<file path="config.mk">
export PLATFORM = sky130hd
export DESIGN_NAME = lipa_stack
export DESIGN_NICKNAME = d
export VERILOG_FILES = /design/src/rtl/lipa_pkg.sv /design/src/rtl/lipa_cell.sv /design/src/rtl/lipa_stack.sv
export SDC_FILE = /design/constraint.sdc
export NUM_CORES = 2
export LEC_CHECK = 0
export BUFFER_PORTS_ARGS = -buffer_cell sky130_fd_sc_hd__buf_2
export CAP_MARGIN = 40
export CORE_MARGIN = 10
export CORE_UTILIZATION = 50
export DETAILED_ROUTE_END_ITERATION = 8
export PLACE_DENSITY = 0.68
export SETUP_SLACK_MARGIN = 0.02
export SLEW_MARGIN = 20
export SYNTH_ARGS = -nofsm -noshare
export SYNTH_HDL_FRONTEND = slang
export SYNTH_SLANG_ARGS = --single-unit
</file>
<file path="constraint.sdc">
create_clock -name clock -period 80.5 [get_ports clock]
set_clock_uncertainty 0.1 [all_clocks]
set_input_delay 12.075 -clock clock [delete_from_list [all_inputs] [get_ports clock]]
set_output_delay 12.075 -clock clock [all_outputs]
set_load 0.02 [all_outputs]
</file>
<file path="src/rtl/lipa_pkg.sv">
`timescale 1ns / 1ps
// ----------------------------------------------------------------------------
// lipa_pkg
// Shared types and constants of the lifo identifier pool allocator.
// ----------------------------------------------------------------------------
package lipa_pkg;

   // fixed field widths
   localparam int FUNC_W       = 2;
   localparam int FIELD_ID_W   = 16;
   localparam int STATUS_W     = 2;
   localparam int FREE_COUNT_W = 9;
   localparam int SPAN_W       = FIELD_ID_W + 1;

   // configuration port
   localparam int CSR_ADDR_W = 3;
   localparam int CSR_DATA_W = 32;

   // parameter defaults
   localparam int DEPTH_DEFAULT    = 256;
   localparam int ID_WIDTH_DEFAULT = 16;

   typedef enum logic [FUNC_W-1:0] {
      FUNC_ALLOC = 2'd0,
      FUNC_FREE  = 2'd1,
      FUNC_INIT  = 2'd2
   } func_type;

   typedef enum logic [STATUS_W-1:0] {
      STATUS_OK    = 2'd0,
      STATUS_EMPTY = 2'd1,
      STATUS_FULL  = 2'd2,
      STATUS_TRUNC = 2'd3
   } status_type;

   // register select, taken from address bit 2
   typedef enum logic {
      REG_ID_MIN = 1'b0,
      REG_ID_MAX = 1'b1
   } reg_sel_type;

   // shift command broadcast to every cell of the stack chain
   typedef struct packed {
      logic push;
      logic pop;
   } shift_ctl_type;

endpackage

</file>
<file path="src/rtl/lipa_cell.sv">
`timescale 1ns / 1ps
// ----------------------------------------------------------------------------
// lipa_cell
// One stack entry: takes the entry above on push, the entry below on pop.
// ----------------------------------------------------------------------------
module lipa_cell #(
   parameter int ID_WIDTH = lipa_pkg::ID_WIDTH_DEFAULT
) (
   input  logic                    clock,
   input  lipa_pkg::shift_ctl_type ctl,
   input  logic [ID_WIDTH-1:0]     above_data,
   input  logic [ID_WIDTH-1:0]     below_data,
   output logic [ID_WIDTH-1:0]     data
);

   logic [ID_WIDTH-1:0] data_ff;
   logic [ID_WIDTH-1:0] data_in;

   always_comb begin
      data_in = data_ff;
      if (ctl.push) begin
         data_in = above_data;
      end else if (ctl.pop) begin
         data_in = below_data;
      end
   end

   always_ff @(posedge clock) begin
      data_ff <= data_in;
   end

   assign data = data_ff;

endmodule

</file>
<file path="src/rtl/lipa_stack.sv">
`timescale 1ns / 1ps
// ----------------------------------------------------------------------------
// lipa_stack
// Shift-register stack: a row of cells, cell zero holds the top of stack.
// ----------------------------------------------------------------------------
module lipa_stack #(
   parameter int DEPTH    = lipa_pkg::DEPTH_DEFAULT,
   parameter int ID_WIDTH = lipa_pkg::ID_WIDTH_DEFAULT
) (
   input  logic                    clock,
   input  lipa_pkg::shift_ctl_type ctl,
   input  logic [ID_WIDTH-1:0]     push_data,
   output logic [ID_WIDTH-1:0]     top_data
);

   logic [ID_WIDTH-1:0] cell_data [DEPTH];

   for (genvar i = 0; i < DEPTH; i++) begin : g_cell
      logic [ID_WIDTH-1:0] above;
      logic [ID_WIDTH-1:0] below;

      if (i == 0) begin : g_top
         assign above = push_data;
      end else begin : g_mid
         assign above = cell_data[i-1];
      end

      // bottom cell pulls in don't-care data, never read before a push
      if (i == DEPTH - 1) begin : g_bot
         assign below = '0;
      end else begin : g_up
         assign below = cell_data[i+1];
      end

      lipa_cell #(
         .ID_WIDTH (ID_WIDTH)
      ) u_cell (
         .clock      (clock),
         .ctl        (ctl),
         .above_data (above),
         .below_data (below),
         .data       (cell_data[i])
      );
   end

   assign top_data = cell_data[0];

endmodule

</file>
==> results.txt <==
----------------------------------------------------
[Die]
  Area enclosed by the die boundary ... 370000 um^2
  Die width ... 608 um
  Site Rows ... 215
  Number of primary I/O pins ... 35
  Effective utilization at floorplan ... 50.3%
  Vertical die dimension ... 608 um
  Std-Cell Core Area ... 344000 um^2

[Run]
  Number of max-cap violations ... 0

[Placed design]
  Cell Area, Placed ... 177000 um^2
  Final estimated routing congestion in global placement ... 0.687
  Port Buffers ... 34
  Placed cell count ... between 10000 and 15000
  HPWL reported at the end of detailed placement ... 128000 um

[Routing]
  Routed via count ... a little over 70000
  Number of remaining DRC errors ... 0
  Router iterations before antenna repair ... 6
  1st-iter DRT viols ... 5327
  Detailed-route wire length ... 226000 um
  Antenna-violating nets left ... 0
  Via density per instance ... 5.32
  Average wire per cell in the routed design ... 16.5 um

[Hold path]
  Tightest Hold Check Type ... reg -> reg
  Worst hold path cell count ... 1
  Startpoint of the tightest hold check path ... g_cell[255].u_cell.data[7]
  Endpoint, Worst Hold ... g_cell[254].u_cell.data[7]

[Power]
  Power per unit of standard cell area ... about 28 nW/um^2
  Lkg Pwr ... 66.0 nW
  IR Drop Worst-Case VDD ... 0.0000191 V

[Worst setup path]
  WS Path Type ... in -> reg
  Depth of the worst register-to-register path ... 1
  Data arrival time at the worst-slack endpoint ... roughly 19 ns
  Capturing point of the worst reg2reg path ... g_cell[58].u_cell.data[9]
  Crit end category ... register
  Worst setup slack for register-to-register paths ... 79.40 ns
  Crit start category ... input port
  Max Fanout on Critical Path ... 191
  Worst flop-to-flop path startpoint ... g_cell[59].u_cell.data[9]
  Critical path data required time ... between 80 and 90 ns

[Timing]
  Final Cycle Share ... 22.9%
  Shortest clock period the worst path allows after layout ... 18.40 ns
  Worst max-slew margin expressed relative to the limit ... 24.7%
  Setup TNS ... 0 ns
  Tightest Pin Transition ... 1.13 ns
  Timing-limited maximum frequency ... about 54 MHz
  Worst-case hold slack ... 0.441 ns
  Hold violation total from the final report ... 0
  Final setup violation count ... 0
  Pins over their slew limit ... 0
  Unrepaired setup endpoints after global routing ... false

[Clock network]
  Clock tree from TritonCTS ... done
  Number of sinks handled by clock tree synthesis ... 4096
  Number of buffers inserted for hold repair after clock tree synthesis ... 0
  Clock root buffer master ... sky130_fd_sc_hd__clkbuf_16
  Clock-pin slew reported for the worst setup and hold paths after clock tree synthesis ... 0.06 ns
  Number of buffers on the longest clock path ... 4
  Post-cts gate resize count ... 0
  Number of H-tree levels ... 5
  Total clock buffers created by CTS ... 412
  Worst-Skew Late Latency ... approximately 0.92 ns
  Post CTS Setup Buffer Count ... 0

[Finish]
  Count of non-filler cells in the finished layout ... 13700
  Post-Route Utilization ... 55.5%
  Share of final-layout standard cells stronger than drive strength 1 ... 52.9%
  Layout Cell Area excl Fill ... 191000 um^2
  Max reg flops ... just over 4000
  # fillers ... 25400
  Area Overhead vs Synth ... 10.3%
  Count of nets after finishing ... slightly below 9000

[Run status]
  Result of the run ... completed

[Global routing]
  Overall Global Routing Usage ... a little under an eighth
  Number of global-route vias before repair ... between 70000 and 80000
  Number of antenna violations at the first check in global routing ... 1
  Aggregate global routing overflow ... 0
  Global-route wire length before repair ... 381000 um
  Maximum number of pins on one net before global-route repair ... ~210

[Yosys]
  Fraction of the yosys area taken by sequential cells ... 71.2%
  Average cell area after synthesis ... 20.0 um^2
  Synth warnings ... 0
  Flop and latch count out of synthesis ... 4096
  Netlist area before placement ... ~170000 um^2
  Number of nets produced by synthesis ... roughly 8700
  Number of cells produced by synthesis ... 8648
  Distinct cell type count after synthesis ... 8

----------------------------------------------------
## layout by cell type (no fill, tap or decap)
cell type / instances
sky130_fd_sc_hd__edfxtp_1: 4096
sky130_fd_sc_hd__buf_2: 33
sky130_fd_sc_hd__mux2_2: 4080
sky130_fd_sc_hd__buf_12: 25
sky130_fd_sc_hd__or2_4: 1
sky130_fd_sc_hd__clkbuf_16: 419
sky130_fd_sc_hd__diode_2: 1
sky130_fd_sc_hd__inv_6: 6
sky130_fd_sc_hd__clkinv_4: 3
sky130_fd_sc_hd__bufinv_16: 38
sky130_fd_sc_hd__clkbuf_1: 83
sky130_fd_sc_hd__clkinv_1: 105
sky130_fd_sc_hd__clkinv_2: 76
sky130_fd_sc_hd__buf_4: 80
sky130_fd_sc_hd__buf_16: 54
sky130_fd_sc_hd__clkinv_16: 5
sky130_fd_sc_hd__and2_1: 16
sky130_fd_sc_hd__inv_16: 4
sky130_fd_sc_hd__clkinv_8: 4
sky130_fd_sc_hd__clkinvlp_4: 5
## cells in the mapped netlist
| library cell | instances | area [um^2] |
|---|---|---|
| sky130_fd_sc_hd__clkbuf_1 | 1 | 3.75 |
| sky130_fd_sc_hd__mux2_2 | 4080 | 45900 |
| sky130_fd_sc_hd__buf_4 | 44 | 330 |
| sky130_fd_sc_hd__buf_6 | 223 | 2510 |
| sky130_fd_sc_hd__buf_2 | 187 | 936 |
| sky130_fd_sc_hd__or2_2 | 1 | 6.26 |
| sky130_fd_sc_hd__and2_1 | 16 | 100 |
| sky130_fd_sc_hd__edfxtp_1 | 4096 | 123000 |
## final cells by class
cell class / instances / area, um^2 / share of cell area, %
clock inverter: 246 / 2330 / 1.22
sequential: 4096 / 123000 / 64.5
clock buffer: 502 / 10800 / 5.66
antenna: 1 / 2.50 / 0.00131
timing repair buffer: 192 / 2750 / 1.44
tap: 4557 / 5700 / 2.99
multi-input combinational: 4097 / 46100 / 24.2
## worst max path at each step
stage | start | endpoint | slack, ns | depth (start not counted)
after floorplan | ctl[1] | g_cell[0].u_cell.data[0] | 16.70 | 4
after global placement | ctl[1] | g_cell[52].u_cell.data[5] | 60.62 | 9
after detailed placement | ctl[1] | g_cell[52].u_cell.data[5] | 60.77 | 12
after CTS | ctl[1] | g_cell[57].u_cell.data[5] | 61.83 | 12
after global routing | ctl[1] | g_cell[53].u_cell.data[5] | 61.66 | 15
final | ctl[1] | g_cell[64].u_cell.data[5] | 62.10 | 15
## stage by stage
step	setup WS [ns]	total power, mW
detailed placement	60.77	3.62
CTS	61.83	5.50
finish	62.10	5.42
floorplan	16.70	3.66
global route	61.66	5.68
global placement	60.62	3.55
## cell families after synthesis
logic type,share of synthesized area [%]
simple gates,0.0615
flops,71.2
buf+inv,2.19
mux,26.6
## critical path, stage by stage
cell and delay, ns:
sky130_fd_sc_hd__buf_12 0.41, sky130_fd_sc_hd__or2_4 0.52, sky130_fd_sc_hd__buf_12 0.30, sky130_fd_sc_hd__buf_12 0.35, sky130_fd_sc_hd__buf_16 0.48, sky130_fd_sc_hd__buf_4 0.33, sky130_fd_sc_hd__buf_16 0.28, sky130_fd_sc_hd__buf_4 0.44
sky130_fd_sc_hd__buf_16 0.31, sky130_fd_sc_hd__buf_4 0.41, sky130_fd_sc_hd__buf_16 0.33, sky130_fd_sc_hd__buf_4 0.60, sky130_fd_sc_hd__buf_12 0.80, sky130_fd_sc_hd__buf_4 0.43, sky130_fd_sc_hd__buf_16 0.30
## power by group
part / switching [mW] / total [mW] / leakage [nW] / internal (mW)
Combinational: 0.182 / 0.519 / 17.7 / 0.337
Sequential: 0.187 / 3.05 / 41.9 / 2.86
Clock: 0.777 / 1.85 / 6.42 / 1.07
Total: 1.15 / 5.42 / 66.0 / 4.27
## routing by layer
metal | GRT usage (%) | share of wire [%] | up-vias
li1 | - | - | 35000
met1 | 15.9 | 46 | 36800
met2 | 19.2 | 48 | 662
met3 | 1.85 | 3.0 | 418
met4 | 3.33 | 2.3 | 0
met5 | 0 | 0 | -
Note: power is estimated with default switching activity, not from simulation.
